<file path="src/rtl/core/assert_macros.svh">
// Assertion macros for the waypoint generator RTL.
`ifndef ASSERT_MACROS_SVH
`define ASSERT_MACROS_SVH

// A condition that must hold at every clock edge outside reset.
`define CBWG_ASSERT_ALWAYS(lbl, cond, msg) \
  lbl: assert property (@(posedge clk) disable iff (rst) (cond)) else $error(msg);

// An antecedent in one cycle implies a consequent in the same cycle.
`define CBWG_ASSERT_IMPLY(lbl, ante, cons, msg) \
  lbl: assert property (@(posedge clk) disable iff (rst) (ante) |-> (cons)) else $error(msg);

`endif

</file>
<file path="src/rtl/core/cbwg_pkg.sv">
// Shared types, widths and constants of the cubic Bezier waypoint generator.
`default_nettype none

package cbwg_pkg;

  localparam int COORD_W = 32;
  localparam int EXT_W   = COORD_W + 1;
  localparam int STEP_W  = 17;
  localparam int IDX_W   = 2;

  localparam int MAX_POINTS_DEF = 64;
  localparam int FRAC_BITS_DEF  = 16;
  localparam int QUEUE_DEPTH    = 2;

  localparam int IN_DATA_W  = 6 * COORD_W;
  localparam int OUT_DATA_W = 3 * COORD_W;

  localparam logic [STEP_W-1:0]         STEP_RESET   = 17'd6554;
  localparam logic signed [COORD_W-1:0] SIDE_RESET   = 32'sd13107;
  localparam logic signed [COORD_W-1:0] HEIGHT_RESET = 32'sd19661;

  localparam logic [IDX_W-1:0] REG_STEP   = 2'd0;
  localparam logic [IDX_W-1:0] REG_SIDE   = 2'd1;
  localparam logic [IDX_W-1:0] REG_HEIGHT = 2'd2;

  // Coordinates widened by one bit so a negated extreme extension stays exact.
  typedef logic signed [EXT_W-1:0] ext_coord_t;

  // One classified request: start, shared inner control point, and goal.
  typedef struct packed {
    ext_coord_t p0x;
    ext_coord_t p0y;
    ext_coord_t p0z;
    ext_coord_t p1x;
    ext_coord_t p1y;
    ext_coord_t p1z;
    ext_coord_t pgx;
    ext_coord_t pgy;
    ext_coord_t pgz;
  } desc_t;

endpackage

`default_nettype wire

</file>
<file path="src/rtl/core/cbwg_front.sv">
// Request classifier: registers a request and picks the inner control point.
`default_nettype none

module cbwg_front
  import cbwg_pkg::*;
(
  input  wire                        clk,
  input  wire                        rst,
  input  wire                        in_valid,
  output logic                       in_ready,
  input  wire  [IN_DATA_W-1:0]       in_data,
  input  wire  signed [COORD_W-1:0]  side_ext,
  input  wire  signed [COORD_W-1:0]  height_ext,
  output logic                       push_valid,
  input  wire                        push_ready,
  output desc_t                      push_desc
);

  function automatic logic [COORD_W-1:0] abs_diff(logic signed [COORD_W-1:0] a,
                                                  logic signed [COORD_W-1:0] b);
    logic signed [EXT_W-1:0] d;
    d = (a >= b) ? (EXT_W'(a) - EXT_W'(b)) : (EXT_W'(b) - EXT_W'(a));
    return d[COORD_W-1:0];
  endfunction

  function automatic logic [COORD_W-1:0] magnitude(logic signed [COORD_W-1:0] a);
    logic signed [EXT_W-1:0] e;
    e = EXT_W'(a);
    if (a < 0) e = -e;
    return e[COORD_W-1:0];
  endfunction

  // Bulge on the minor axis: positive when both ends sit on zero, otherwise
  // signed by whichever end lies farther from zero (the start on a tie).
  function automatic ext_coord_t bulge(logic signed [COORD_W-1:0] a0,
                                       logic signed [COORD_W-1:0] ag,
                                       logic [COORD_W-1:0] m0,
                                       logic [COORD_W-1:0] mg,
                                       logic signed [COORD_W-1:0] side);
    ext_coord_t pos;
    logic       neg_side;
    pos = EXT_W'(side);
    if (a0 == 0 && ag == 0) neg_side = 1'b0;
    else if (m0 >= mg)      neg_side = a0[COORD_W-1];
    else                    neg_side = ag[COORD_W-1];
    return neg_side ? -pos : pos;
  endfunction

  function automatic ext_coord_t midpoint(logic signed [COORD_W-1:0] a,
                                          logic signed [COORD_W-1:0] b);
    ext_coord_t s;
    s = EXT_W'(a) + EXT_W'(b);
    return s >>> 1;
  endfunction

  logic                      v1;
  logic                      en1;
  logic signed [COORD_W-1:0] sx, sy, sz, gx, gy, gz;
  logic        [COORD_W-1:0] adx, ady, mx0, mxg, my0, myg;
  logic                      x_major;

  assign en1        = !v1 || push_ready;
  assign in_ready   = en1;
  assign push_valid = v1;

  always_ff @(posedge clk) begin
    if (rst) begin
      v1 <= 1'b0;
    end else if (en1) begin
      v1 <= in_valid;
    end
  end

  always_ff @(posedge clk) begin
    if (en1 && in_valid) begin
      sx  <= $signed(in_data[0*COORD_W +: COORD_W]);
      sy  <= $signed(in_data[1*COORD_W +: COORD_W]);
      sz  <= $signed(in_data[2*COORD_W +: COORD_W]);
      gx  <= $signed(in_data[3*COORD_W +: COORD_W]);
      gy  <= $signed(in_data[4*COORD_W +: COORD_W]);
      gz  <= $signed(in_data[5*COORD_W +: COORD_W]);
      adx <= abs_diff($signed(in_data[0*COORD_W +: COORD_W]),
                      $signed(in_data[3*COORD_W +: COORD_W]));
      ady <= abs_diff($signed(in_data[1*COORD_W +: COORD_W]),
                      $signed(in_data[4*COORD_W +: COORD_W]));
      mx0 <= magnitude($signed(in_data[0*COORD_W +: COORD_W]));
      mxg <= magnitude($signed(in_data[3*COORD_W +: COORD_W]));
      my0 <= magnitude($signed(in_data[1*COORD_W +: COORD_W]));
      myg <= magnitude($signed(in_data[4*COORD_W +: COORD_W]));
    end
  end

  // With more travel along x the bulge goes along y, and the other way round.
  assign x_major = (adx >= ady);

  always_comb begin
    push_desc.p0x = EXT_W'(sx);
    push_desc.p0y = EXT_W'(sy);
    push_desc.p0z = EXT_W'(sz);
    push_desc.pgx = EXT_W'(gx);
    push_desc.pgy = EXT_W'(gy);
    push_desc.pgz = EXT_W'(gz);
    push_desc.p1z = EXT_W'(height_ext);
    if (x_major) begin
      push_desc.p1x = midpoint(sx, gx);
      push_desc.p1y = bulge(sy, gy, my0, myg, side_ext);
    end else begin
      push_desc.p1x = bulge(sx, gx, mx0, mxg, side_ext);
      push_desc.p1y = midpoint(sy, gy);
    end
  end

endmodule

`default_nettype wire

</file>
<file path="config.mk">
export PLATFORM = sky130hd
export DESIGN_NAME = cbwg_front
export DESIGN_NICKNAME = d
export VERILOG_FILES = /design/src/rtl/core/assert_macros.svh /design/src/rtl/core/cbwg_pkg.sv /design/src/rtl/core/cbwg_front.sv
export SDC_FILE = /design/constraint.sdc
export NUM_CORES = 1
export LEC_CHECK = 0
export BUFFER_PORTS_ARGS = -buffer_cell sky130_fd_sc_hd__buf_4
export CAP_MARGIN = 20
export CELL_PAD_IN_SITES_DETAIL_PLACEMENT = 1
export CELL_PAD_IN_SITES_GLOBAL_PLACEMENT = 1
export CORE_MARGIN = 2
export CORE_UTILIZATION = 25
export DETAILED_ROUTE_END_ITERATION = 12
export GPL_TIMING_DRIVEN = 0
export PLACE_DENSITY = 0.5
export SYNTH_ARGS = -nofsm -noshare
export SYNTH_HDL_FRONTEND = slang
export SYNTH_SLANG_ARGS = --single-unit
</file>
<file path="constraint.sdc">
create_clock -name clk -period 12.81 [get_ports clk]
set_clock_uncertainty 0.05 [all_clocks]
set_input_delay 2.562 -clock clk [delete_from_list [all_inputs] [get_ports clk]]
set_output_delay 2.562 -clock clk [all_outputs]
set_load 0.05 [all_outputs]
</file>
# After elaboration in Yosys (flattened, before gate mapping)
# Index checks and enable logic that the tools add are counted.
# word_totals
regBits,385
inputBits,260
output_inout_bits,299
elab_cells,57
# classes
n_addsub,11
order_cmp,9
n_mux,15
reduce_logical,9
# op_table
op,count
2-to-1 mux 32 bit,6
>= comparator 32 bit,5
zero test 32 bit,4
less-than comparator 32 x 1 -> 1 bit (second input constant),4
negation 32 bit,4
subtractor 32 bit,4
adder 32 x 32 -> 33 bit,2
2-to-1 mux 33 bit,2
2-to-1 mux 66 bit,1
negation 32 -> 33 bit,1
2-to-1 mux 1 bit,6
logical AND 1 bit,3
zero test 1 bit,1
logical OR 1 bit,1

# Logic depth before layout (Yosys ltp)
# logic_depth
depth_word,6
mapped_depth,15
mapped_depth_nobuf,13

# Worst setup path before layout
# Ideal clock, no wire load.
# synth_path
kind,in2reg
from,input port push_ready
to,register adx[0] (enable)
setup_ps,790
arrival_ps,11667
t_required_ps,11970
setup_slack_ps,303
cell_stages,2
path_buffers,0
cell_sequence,nand2b_1 > and2_1
# synth_between
elab_chain_cells,2
# synth_lines
element,line,rtl
from (decl),cbwg_front.sv:15,"input wire push_ready,"
logical OR 1 bit,cbwg_front.sv:62,assign en1 = !v1 || push_ready;
logical AND 1 bit,cbwg_front.sv:75,if (en1 && in_valid) begin
to (signal assigned),cbwg_front.sv:82,"adx <= abs_diff($signed(in_data[0*COORD_W +: COORD_W]),"
to (decl),cbwg_front.sv:59,"logic [COORD_W-1:0] adx, ady, mx0, mxg, my0, myg;"
# Every way passes these cells.
# A chain may end at the register's enable or synchronous reset.

==> run metrics <==
remaining antenna violation count 0; Pre-Repair DR Iteration Count 5; Post-Syn Area 0.0284 mm²; top cell type's share of synthesized area 40.2%; Mapped Avg Cell Area 9.70 µm²; most frequent cell after synthesis edfxtp_1; H-Tree Depth 2; Tcrit/Tclk final 65.9%; final wirelength 123 mm; Crit Path Category in2out; Root Driver clkbuf_16; number of synthesized register bits 381; Netlist cell types 74; first-pass GRT wire length 177 mm; Die W 341 µm; Clk pin slew, worst setup/hold paths 0.07 ns; CTS Sinks 381; Clock Path Buffers 3; die area 0.116 mm²; Core Area 0.112 mm²; vias in the first global route 25200; WP data required 10.20 ns; Synth top cells by count 380 x edfxtp_1, 291 x ha_1, 263 x inv_1; slowest CP cell or3b_1; # IOs 559; post-synthesis sequential area ratio 40.3%; Slew Limit Fails 0; GR Util All Layers 20.5%; crit path launch type input port; minimum clock period 8.44 ns; DP Area 0.0344 mm²; IO Port Bufs 525; Leak 0.0157 µW; PwrDens 147 mW/mm²; slew margin rel. 40.2%; fraction of layout cells with a size suffix above 1 19.4%; final instance area 0.0363 mm²; outcome complete, no violations; Max Cap Violations 0; Syn Nets 3481; setup bufs post-CTS 0; Final #Nets 4065; wire per inst 24.4 µm; # DRC 0; GPL Wtd Cong 0.848; Cell Chain, Critical Path buf_4, inv_1, ha_1, or3b_1, nor2_1, nand3_1, nor4_1, nand2_1, or3_1, or3_1, nand2_1, xor2_1, o21ai_1, buf_4; ys async rst share 0%; final worst setup slack 4.37 ns; crit path DAT 5.82 ns; vias per cell 4.88; Crit path largest cell delay 0.42 ns; CTS tree built; Synthesis Warnings 0; CTS Buf Count 51; Crit Path Max Fanout 5; Worst Hold Class reg2reg; largest net degree at the start of global routing 66; FP Rows 123; Max VDD drop 0.0955 mV; grt total ovfl 0; Via Count 24700; Post-synth top flop edfxtp_1; DIE HEIGHT 341 µm; Final Setup Violations 0; Final Hold Fails 0; Worst-Margin Slew 0.875 ns; WP buf/inv 3; Post-DP HPWL 101 mm; Clock Latency Late Sink 0.64 ns; initial core utilization 25.2%; Hold Buf Count CTS 0; total power 5330 µW; CP delay by family, top simple AND/OR/NAND/NOR gates; Hold Worst Slack 0.471 ns; CTS-repair resized insts 0; RSZ-0062 raised after global routing false; Post-synth EDFFs 380; Fmax 119 MHz; Area contributors post-synth edfxtp_1 40%, ha_1 13%, xnor2_1 6.0%; pre-CTS WS 4.38 ns; final setup TNS 0 ns; Mapped Cells 2924; CP endpoint kind output port; Syn-to-layout area delta 27.8%; initial antenna violation count 8; Synth area leader edfxtp_1; drt first-iter violations 1433
==> state kept, by name, summed over array words and instances (netlist names), 32 cells and up <==
name,cells
adx,32
ady,32
gx,32
gy,32
gz,32
sx,32
sy,32
sz,32
==> logic make-up (layout without fill, tap and decap cells) <==
family                     count (synthesis)  after routing  share of synthesized area [%]
adders and majority gates                297            297                           13.3
other                                      0              2                              0
DFF                                      381            381                           40.3
muxes                                     31             31                           1.12
AOI/OAI and AO/OA                        845            845                           18.8
xor gates and xnor gates                 290            290                           8.95
buffers and inverters                    407           1031                           5.97
and+or+nand+nor                          673            673                           11.6
==> worst paths after layout <==
check / cells past startpoint / from / slack (ns) / endpoint
worst min-delay path: 2 / push_valid / 0.47 / push_valid
worst max register to register: 5 / push_valid / 10.25 / sz[5]
worst min register to register: 2 / push_valid / 0.47 / push_valid
worst max-delay path: 14 / side_ext[1] / 4.37 / push_desc[189]
==> metal layers <==
layer,routed length (µm),part of all wire (%),GRT usage [%],vias up
li1,-,-,-,11700
met1,56600,46,27.8,12300
met2,59000,48,34.8,544
met3,5240,4.2,2.51,104
met4,2440,2.0,4.64,6
met5,33,0.027,0,-
==> layout by cell type (no fill, tap or decap), drive strengths merged, types with 21 or more instances in the layout <==
| master | count |
|---|---|
| a211oi | 29 |
| a21o | 130 |
| a21oi | 252 |
| a31oi | 21 |
| buf | 587 |
| clkbuf | 142 |
| edfxtp | 380 |
| ha | 291 |
| inv | 265 |
| mux2i | 26 |
| nand2 | 226 |
| nand2b | 34 |
| nand3 | 35 |
| nand4 | 60 |
| nor2 | 147 |
| nor2b | 27 |
| nor3 | 33 |
| o21ai | 198 |
| o21bai | 31 |
| o31ai | 49 |
| or3 | 28 |
| xnor2 | 194 |
| xor2 | 96 |
==> worst register-to-register path, cell delays in order (launching register included) <==
cell	delay, ns
dfxtp_1	0.31
nand2b_1	0.10
and2_4	0.59
buf_16	0.34
buf_16	0.37
buf_16	0.38
==> final cells by class <==
type                       count  area [µm²]
antenna                        2        5.00
buffer                       143         703
clock buffer                  55        1290
clock inverter                38         608
fill                       12900       76200
inverter                     264         991
multi-input combinational   2136       15200
sequential                   381       11400
tap                         1500        1880
timing repair buffer         531        4110
==> per-stage QoR <==
step | std cells | utilization [%]
2_1_floorplan | 2924 | -
3_3_place_gp | 4949 | 30.4
3_5_place_dp | 4955 | 30.5
4_1_cts | 5048 | 32.2
5_1_grt | 5049 | 32.2
6_report | 5050 | 32.2
==> power breakdown <==
part / internal (µW) / total (µW) / switching (µW)
Sequential: 1520 / 1570 / 51.5
Clock: 1030 / 1660 / 631
Combinational: 637 / 2100 / 1460
Note: power is estimated with default switching activity, not from simulation.
