File: src/rtl/core/assert_macros.svh
// Assertion macros for the waypoint generator RTL.
`ifndef ASSERT_MACROS_SVH
`define ASSERT_MACROS_SVH

// A condition that must hold at every clock edge outside reset.
`define CBWG_ASSERT_ALWAYS(lbl, cond, msg) \
  lbl: assert property (@(posedge clk) disable iff (rst) (cond)) else $error(msg);

// An antecedent in one cycle implies a consequent in the same cycle.
`define CBWG_ASSERT_IMPLY(lbl, ante, cons, msg) \
  lbl: assert property (@(posedge clk) disable iff (rst) (ante) |-> (cons)) else $error(msg);

`endif

File: src/rtl/core/cbwg_pkg.sv
// Shared types, widths and constants of the cubic Bezier waypoint generator.
`default_nettype none

package cbwg_pkg;

  localparam int COORD_W = 32;
  localparam int EXT_W   = COORD_W + 1;
  localparam int STEP_W  = 17;
  localparam int IDX_W   = 2;

  localparam int MAX_POINTS_DEF = 64;
  localparam int FRAC_BITS_DEF  = 16;
  localparam int QUEUE_DEPTH    = 2;

  localparam int IN_DATA_W  = 6 * COORD_W;
  localparam int OUT_DATA_W = 3 * COORD_W;

  localparam logic [STEP_W-1:0]         STEP_RESET   = 17'd6554;
  localparam logic signed [COORD_W-1:0] SIDE_RESET   = 32'sd13107;
  localparam logic signed [COORD_W-1:0] HEIGHT_RESET = 32'sd19661;

  localparam logic [IDX_W-1:0] REG_STEP   = 2'd0;
  localparam logic [IDX_W-1:0] REG_SIDE   = 2'd1;
  localparam logic [IDX_W-1:0] REG_HEIGHT = 2'd2;

  // Coordinates widened by one bit so a negated extreme extension stays exact.
  typedef logic signed [EXT_W-1:0] ext_coord_t;

  // One classified request: start, shared inner control point, and goal.
  typedef struct packed {
    ext_coord_t p0x;
    ext_coord_t p0y;
    ext_coord_t p0z;
    ext_coord_t p1x;
    ext_coord_t p1y;
    ext_coord_t p1z;
    ext_coord_t pgx;
    ext_coord_t pgy;
    ext_coord_t pgz;
  } desc_t;

endpackage

`default_nettype wire

File: src/rtl/core/cbwg_queue.sv
// Short descriptor queue between the classifier and the curve engine.
`default_nettype none

module cbwg_queue
  import cbwg_pkg::*;
(
  input  wire   clk,
  input  wire   rst,
  input  wire   push_valid,
  output logic  push_ready,
  input  desc_t push_desc,
  output logic  head_valid,
  output desc_t head_desc,
  input  wire   pop
);

  // Depth is a power of two so the pointers wrap on their own.
  localparam int AW = $clog2(QUEUE_DEPTH);

  desc_t          mem [QUEUE_DEPTH];
  logic [AW-1:0]  wr_ptr;
  logic [AW-1:0]  rd_ptr;
  logic [AW:0]    count;
  logic           do_push;
  logic           do_pop;

  assign push_ready = (count != (AW + 1)'(QUEUE_DEPTH));
  assign head_valid = (count != '0);
  assign head_desc  = mem[rd_ptr];
  assign do_push    = push_valid && push_ready;
  assign do_pop     = pop && head_valid;

  always_ff @(posedge clk) begin
    if (rst) begin
      wr_ptr <= '0;
      rd_ptr <= '0;
      count  <= '0;
    end else begin
      if (do_push) wr_ptr <= wr_ptr + AW'(1);
      if (do_pop)  rd_ptr <= rd_ptr + AW'(1);
      case ({do_push, do_pop})
        2'b10:   count <= count + (AW + 1)'(1);
        2'b01:   count <= count - (AW + 1)'(1);
        default: count <= count;
      endcase
    end
  end

  always_ff @(posedge clk) begin
    if (do_push) mem[wr_ptr] <= push_desc;
  end

endmodule

`default_nettype wire

File: config.mk
export PLATFORM = sky130hd
export DESIGN_NAME = cbwg_queue
export DESIGN_NICKNAME = d
export VERILOG_FILES = /design/src/rtl/core/assert_macros.svh /design/src/rtl/core/cbwg_pkg.sv /design/src/rtl/core/cbwg_queue.sv
export SDC_FILE = /design/constraint.sdc
export NUM_CORES = 1
export LEC_CHECK = 0
export CELL_PAD_IN_SITES_DETAIL_PLACEMENT = 1
export CELL_PAD_IN_SITES_GLOBAL_PLACEMENT = 2
export CORE_AREA = 5 5 230 232
export DETAILED_ROUTE_END_ITERATION = 8
export DIE_AREA = 0 0 235 237
export DONT_BUFFER_PORTS = 1
export PLACE_DENSITY_LB_ADDON = 0.1
export SLEW_MARGIN = 20
export SYNTH_ARGS = -nofsm -noshare
export SYNTH_HDL_FRONTEND = slang
export SYNTH_SLANG_ARGS = --single-unit
File: constraint.sdc
create_clock -name clk -period 10.2 [get_ports clk]
set_input_delay 2.04 -clock clk [delete_from_list [all_inputs] [get_ports clk]]
set_output_delay 2.04 -clock clk [all_outputs]
set_load 0.05 [all_outputs]
---- Word level (Yosys, flattened, before mapping) ----
Memory sizes are Yosys's and may differ from the RTL's. A register that Yosys moved wholly into a read port is not among the register bits.
Cells that the tools add are included.
operators by class
  add/subtract/negate cells ............... 4
  equal/unequal tests ..................... 3
  mux-type cells .......................... 5
  reduce and logical (&&, ||, !) cells .... 4
operators by type and width
  kind                                              count
  two-way mux 1 bit                                 4
  case mux 2 bit (2 select lines)                   1
  nonzero test 2 bit                                2
  adder 1 bit, second input constant                2
  adder 2 x 1 -> 2 bit, second input constant       1
  == test 2 x 1 -> 1 bit, second input constant     1
  == test 2 bit, second input constant              1
  logical AND 1 bit                                 2
  != test 2 bit, second input constant              1
  subtractor 2 x 1 -> 2 bit, second input constant  1
storage, ports and cells
  flip-flop bits (word level) ............. 4
  bits in writable memories ............... 594
  output and inout port bits .............. 299
  word-level logic and storage cells ...... 20
  memories kept ........................... 1
memories
  name  depth  width  rd ports  clocked after memory_dff  wr ports  line              source
  mem   2      297    1         1                         1         cbwg_queue.sv:20  desc_t mem [QUEUE_DEPTH];

---- Logic depth before layout (Yosys ltp) ----
Gate-level depths: netlist of run 1.
  word-level depth ........................ 4
  depth in mapped cells ................... 6
  gate-level depth less buffers ........... 6

---- Worst setup path before layout of run 1 ----
Ideal clock, no wire load.
  kind .................................... input to register
  from .................................... input port push_valid
  to ...................................... memory mem[1][0] (netlist bit), enable pin
  setup time .............................. 0.698 ns
  arrival time ............................ 8.845 ns
  required time ........................... 9.502 ns
  path slack .............................. 0.657 ns
  stages on the path ...................... 1
  path buffers ............................ 0
  cells stage by stage .................... and3_1
between the ends
  longest elaborated chain between the ends .. 3
RTL lines
  element                                  line              source
  start: declaration                       cbwg_queue.sv:9   input wire push_valid,
  logical AND 1 bit                        cbwg_queue.sv:30  assign do_push = push_valid && push_ready;
  two-way mux 1 bit                        cbwg_queue.sv:50  if (do_push) mem[wr_ptr] <= push_desc;
  two-way mux 1 bit (implied by the code)  cbwg_queue.sv:50
  end: declaration                         cbwg_queue.sv:20
Every way passes these cells.

==> metrics.txt, run 1 <==
Clock Latency Late Sink=590 ps; Ports=600; top cells by count, synth=edfxtp_1 (594), mux2_2 (297), buf_6 (27), buf_2 (6), dfxtp_1 (5); DR vias=9022; Setup Crit Path Kind=flop to output pin; Max Cap Viol=0; Cells after Synth=948; Max Buffers Root-to-Sink=3; Ys Warns=0; Netlist cell types=20; Max-slew headroom=28.3%; setup slack, reg-to-reg=6530 ps; initial antenna violation count=2; GRT overflow=0; antenna-violating nets left=0; Syn Nets=1250; FFs w/ async S/R, synth=0%; Reg2Reg Depth=4; R2R Path End=mem[1][253]; synth top area cells=edfxtp_1 (82%), mux2_2 (15%), buf_6 (1.4%); status=complete, no violations; HP Class=flop to flop; clk sinks=599; Int Pwr=0.00487 W; Synth Flop Type=edfxtp_1; final cycle utilization of the critical path=55.3%; CTS tree=done; Core Region=50800 µm²; vias in the first global route=9619; Cell Pwr Density=329 nW/µm²; Yosys reg bits=599; fin crit period=5640 ps; initial DRC count=647; Die Area=55700 µm²; DP HPWL=38600 µm; cell taking the most area after synthesis=edfxtp_1; Mapped Avg Cell Area=22.9 µm²; part of the Yosys area used for sequential elements=82.5%; Final #Nets=1290; CTS root buf=clkbuf_16; final setup skew=11.2 ps; net switching power=0.00314 W; design area=24300 µm²; fin util=47.9%; Post-CTS Setup Bufs=0; global-route wire length before repair=75000 µm; Hold Path Depth=2; final hold vios=0; gp weighted congestion=0.852; RSZ-0062 raised after global routing=no; # rows=83; Die Span X=235 µm; Syn-to-layout area delta=11.8%; cell with the most instances after synthesis=edfxtp_1; Hold Buf Count CTS=0; DRT Pass-1 Iters=4; Worst VDD drop=0.168 mV; Critical Path Fanout Max=71; Fmax achieved=177 MHz; Comb pwr share=32.9%; pin count of the biggest net entering global routing=123; Yosys top cell area share=82.1%; drt total wl=54200 µm; gr usage total=18.6%; Vias/cell=5.26; TritonCTS buffer count=60; Residual DRC=0; Total Negative Setup Slacks=0 ps; P_leak=7.74 nW; worst-margin pin slew=1070 ps; CTS HTree Levels=2; RR Startpoint=count[0]; synthesized cell area=21700 µm²; sequential power share=40.1%; Post-DP Area=22400 µm²; post_cts resized=0; CP Launch Type=flop; initial cell density of the core=42.8%; drt wl/cell=31.6 µm; Worst Setup End Kind=output pin; endpoints failing setup=0; min-delay src=rd_ptr; Net Sw Frac=39.2%; CP Data Arrival Time=3600 ps; die height=237 µm; clock-pin slew on the worst setup and hold paths=60 ps; CP Data Required Time=8160 ps; port bufs=0; Max Slew Vio Count=0; EDFF count, synth=594; Clock Power Share=27.1%; fraction of layout cells with a size suffix above 1=38.9%
## layout make-up
class	count	area [µm²]
Antenna cell	2	5.00
Clock buffer	68	1550
Clock inverter	39	397
Fill cell	4460	26500
Inverter	1	11.3
Multi-Input combinational cell	315	3470
Sequential cell	599	17900
Tap cell	680	851
Timing Repair Buffer	11	82.6
## critical path: stages (launching register included)
cell	delay, ps
dfxtp_4	690
buf_4	830
buf_4	790
mux2_2	550
## cell usage in the layout, fill, tap and decap left out, types with 2 or more instances in the layout
cell type / instances
buf_4: 11
diode_2: 2
xnor2_1: 2
a21oi_1: 2
clkinvlp_4: 3
mux2_2: 297
inv_6: 4
bufinv_16: 7
nor2_1: 3
clkbuf_1: 7
clkinv_2: 10
dfxtp_1: 4
inv_8: 2
clkinv_1: 11
clkinv_4: 3
clkbuf_16: 61
edfxtp_1: 594
## power groups by stage
stage                     registers (W)  logic [W]  clock network [W]
after detailed placement        0.00327    0.00268                  0
final                           0.00321    0.00263            0.00217
after global placement          0.00326    0.00268                  0
after floorplan                 0.00331    0.00240                  0
after CTS                       0.00322    0.00268            0.00224
after global routing            0.00324    0.00271            0.00235
## metrics by stage
stage	hold WS, ps	setup slack, ps	total power, W	cells
global route	563	4340	0.00830	1713
detailed placement	516	5090	0.00594	1606
global placement	498	5160	0.00594	1606
floorplan	474	657	0.00571	948
CTS	531	4430	0.00814	1713
finish	522	4560	0.00801	1715
## state kept, by name, indices dropped and copies added (netlist names), named ones only
register and count:
rd_ptr 1, wr_ptr 1, count 2, mem 594
## logic make-up (layout without fill, tap and decap cells)
logic type | Yosys count | count (layout) | share of synthesized area [%]
muxes | 297 | 297 | 15.4
AOI/OAI and AO/OA | 5 | 5 | 0.150
other | 0 | 2 | 0
adders and majority gates | 1 | 1 | 0.0575
xor gates and xnor gates | 3 | 3 | 0.121
buffers and inverters | 34 | 119 | 1.55
DFF | 599 | 599 | 82.5
and+or+nand+nor | 9 | 9 | 0.219
## per-layer routing
| layer | global-route usage (%) | wire, µm | vias to the layer above |
|---|---|---|---|
| met1 | 19.2 | 18400 | 4721 |
| met2 | 33.2 | 28600 | 376 |
| met4 | 3.52 | 810 | 2 |
| met5 | 0 | 20 | - |
| li1 | - | - | 3871 |
| met3 | 10.9 | 6360 | 52 |
## how the worst max path moves through the flow
stage | startpoint | end | slack (ps)
final | flop | head_desc[284] | 4560
after global placement | flop | head_desc[278] | 5160
after CTS | flop | head_desc[278] | 4430
after floorplan | push_valid | mem[1][0] | 660
after global routing | flop | head_desc[274] | 4340
after detailed placement | flop | head_desc[278] | 5090
(Power assumes the default switching activity.)
==> run 2: changes to the inputs <==
--- a/config.mk
+++ b/config.mk
@@ -5,11 +5,12 @@
 export SDC_FILE = /design/constraint.sdc
 export NUM_CORES = 1
 export LEC_CHECK = 0
+export ABC_AREA = 1
 export CELL_PAD_IN_SITES_DETAIL_PLACEMENT = 1
 export CELL_PAD_IN_SITES_GLOBAL_PLACEMENT = 2
-export CORE_AREA = 5 5 230 232
+export CORE_AREA = 5 5 232 234
 export DETAILED_ROUTE_END_ITERATION = 8
-export DIE_AREA = 0 0 235 237
+export DIE_AREA = 0 0 237 239
 export DONT_BUFFER_PORTS = 1
 export PLACE_DENSITY_LB_ADDON = 0.1
 export SLEW_MARGIN = 20
==> constraint.sdc (replaced) <==
create_clock -name clk -period 5.3 [get_ports clk]
set_input_delay 1.06 -clock clk [delete_from_list [all_inputs] [get_ports clk]]
set_output_delay 1.06 -clock clk [all_outputs]
set_load 0.05 [all_outputs]
==> metrics.txt, run 2 <==
synth top area cells=edfxtp_1 (79%), mux2_4 (15%), mux2_2 (3.3%); initial DRC count=523 (-19%); gr usage total=18.2% (-0.39 points); GRT busiest layer=met2; Syn-to-layout area delta=11.4%; vias in the first global route=9716 (+1.0%); Worst Setup End Kind=output pin; most frequent cells in the layout=edfxtp_1 (594), mux2_4 (230), mux2_2 (67), clkbuf_16 (61), clkinv_1 (19); FFs w/ async S/R, synth=0% (unchanged); CTS HTree Levels=2 (unchanged); Critical Path Fanout Max=78 (+9.9%); met3 GRT Util=11.5% (+0.59 points); EDFF count, synth=594 (unchanged); Yosys top cell area share=78.9% (-3.2 points); final cycle utilization of the critical path=68.2%; part of the Yosys area used for sequential elements=79.3% (-3.2 points); GR Util met2=33.1% (-0.077 points); Fmax achieved=277 MHz; commonest non-fill, non-tap cell in the layout=edfxtp_1; cell taking the most area after synthesis=edfxtp_1; Die Area=56600 µm² (+1.7%); Clock Latency Late Sink=600 ps (about the same); Yosys reg bits=599 (unchanged); clock-pin slew on the worst setup and hold paths=60 ps (about the same); Ports=600 (unchanged); Syn Nets=1264 (+1.1%); Netlist cell types=13 (-35%); Setup Crit Path Kind=flop to output pin; P_leak=8.56 nW (+11%); initial cell density of the core=43.7% (+0.85 points); synthesized cell area=22600 µm² (+4.1%); Largest regs=mem x594, count x2; worst-margin pin slew=983 ps (-92.1 ps); Core Region=51800 µm² (+2.0%); endpoints failing setup=0 (unchanged); CP Launch Type=flop; Worst VDD drop=0.360 mV (+110%); max FFs per register=594 (unchanged); design area=25200 µm² (+3.7%); drt wl/cell=31.5 µm (-0.31%); Post-DP Area=23400 µm² (+4.5%); Max Cap Viol=0 (unchanged); clk sinks=599 (unchanged); RR Startpoint=count[0]; Int Pwr=0.00893 W (+83%); Max-slew headroom=34.5% (+6.1 points); RSZ-0062 raised after global routing=no; antenna-violating nets left=0 (unchanged); fraction of layout cells with a size suffix above 1=36.9% (-2.0 points); largest reg by FF count=mem; final hold vios=0 (unchanged); CTS root buf=clkbuf_16; fin crit period=3610 ps; Comb pwr share=26.7% (-6.2 points); Cells after Synth=962 (+1.5%); HP Class=flop to flop; Worst Hold Slack=505 ps (-17.1 ps); Max Buffers Root-to-Sink=3 (unchanged); Post-CTS Setup Bufs=0 (unchanged); sequential power share=44.5% (+4.4 points); Mapped Avg Cell Area=23.5 µm² (+2.5%); port bufs=0 (unchanged); DRT Pass-1 Iters=4 (unchanged); Reg2Reg Depth=6 (+2); DP HPWL=39500 µm (+2.4%); setup slack, reg-to-reg=2520 ps (-4010 ps); grt met1 use=17.0% (-2.2 points); Net Sw Frac=33.6% (-5.5 points); # rows=84 (+1.2%); Vias/cell=5.25 (-0.22%); net switching power=0.00453 W (+44%); gp weighted congestion=0.782 (-8.2%); pin count of the biggest net entering global routing=186 (+51%); Clock Power Share=28.8% (+1.7 points); DR vias=9144 (+1.4%); Residual DRC=0 (unchanged); CP Data Arrival Time=2550 ps (-1050 ps); Cell Pwr Density=534 nW/µm² (+62%); final setup skew=16.7 ps (+5.49 ps); Die Span X=237 µm (+0.85%); die height=239 µm (+0.84%); drt total wl=54900 µm (+1.3%); top cells by count, synth=edfxtp_1 (594), mux2_4 (230), mux2_2 (67), buf_6 (27), nor2_1 (10); Critical Path Sink=head_desc[189]; GRT overflow=0 (unchanged); Max Slew Vio Count=0 (unchanged); global-route wire length before repair=73900 µm (-1.4%); cell with the most instances after synthesis=edfxtp_1; Synth Flop Type=edfxtp_1; Hold Buf Count CTS=0 (unchanged); R2R Path End=mem[1][85]; CP Data Required Time=4240 ps (-3920 ps); TritonCTS buffer count=60 (unchanged); Final #Nets=1308 (+1.4%); initial antenna violation count=6 (+4); post_cts resized=0 (unchanged); Ys Warns=0 (unchanged); CTS tree=done; status=complete, no violations; fin util=48.6% (+0.78 points)
run 2: cell types whose count changed after synthesis, sizes merged, moves of 2 or more:
| cell | change |
|---|---|
| nor2 | +7 |
| o21ai | +2 |
| xnor2 | -2 |
| inv | +7 |
| nand2 | +7 |
run 2: final cells by class:
cell class	instances	area [µm²]
fillers	4508	26600
flip-flops and latches	599	17900
multi-input cells	322	4350
clock buffers	76	1580
well taps	688	861
repair buffers	15	228
clock inverters	29	200
inverters	8	30.0
diodes	5	12.5
run 2: kinds of logic after synthesis:
group / share of synthesized area [%]
AOI/OAI and AO/OA: 0.111
adders and majority gates: 0.0553
buffers and inverters: 1.61
DFF: 79.3
muxes: 18.6
and+or+nand+nor: 0.326
run 2: worst min path at each step:
| stage | startpoint | end | slack (ps) | cells past startpoint |
|---|---|---|---|---|
| global placement | rd_ptr | rd_ptr | 480 | 2 |
| CTS | push_desc[196] | mem[0][196] | 500 | 0 |
| floorplan | rd_ptr | flop | 460 | 2 |
| finish | rd_ptr | flop | 500 | 2 |
| global route | push_desc[227] | mem[0][227] | 510 | 0 |
| detailed placement | rd_ptr | flop | 490 | 2 |
run 2: metrics by stage:
stage               setup WS [ps]  instances  total power (W)  setup TNS (ps)
CTS                          1590       1735           0.0137               0
global placement             2280       1630          0.00973               0
global route                 1580       1737           0.0139               0
finish                       1690       1742           0.0135               0
detailed placement           2270       1630          0.00974               0
floorplan                    -703        962          0.00934         -412060
run 2: per-layer routing:
| layer | vias to the layer above | part of all wire, % |
|---|---|---|
| met4 | 8 | 2.6 |
| met1 | 4767 | 31 |
| met3 | 88 | 13 |
| met5 | - | 0.10 |
| met2 | 373 | 54 |
| li1 | 3908 | - |
run 2: power by group through the flow:
stage               logic (W)  clock network [W]  registers [W]
floorplan             0.00328                  0        0.00606
global placement      0.00364                  0        0.00609
detailed placement    0.00364                  0        0.00610
CTS                   0.00364            0.00400        0.00600
global route          0.00371            0.00422        0.00602
finish                0.00360            0.00388        0.00599
run 2: worst max-delay path, stage by stage, from the launching register on:
cell and delay [ps]:
dfxtp_4 830, buf_12 480, mux2_4 440
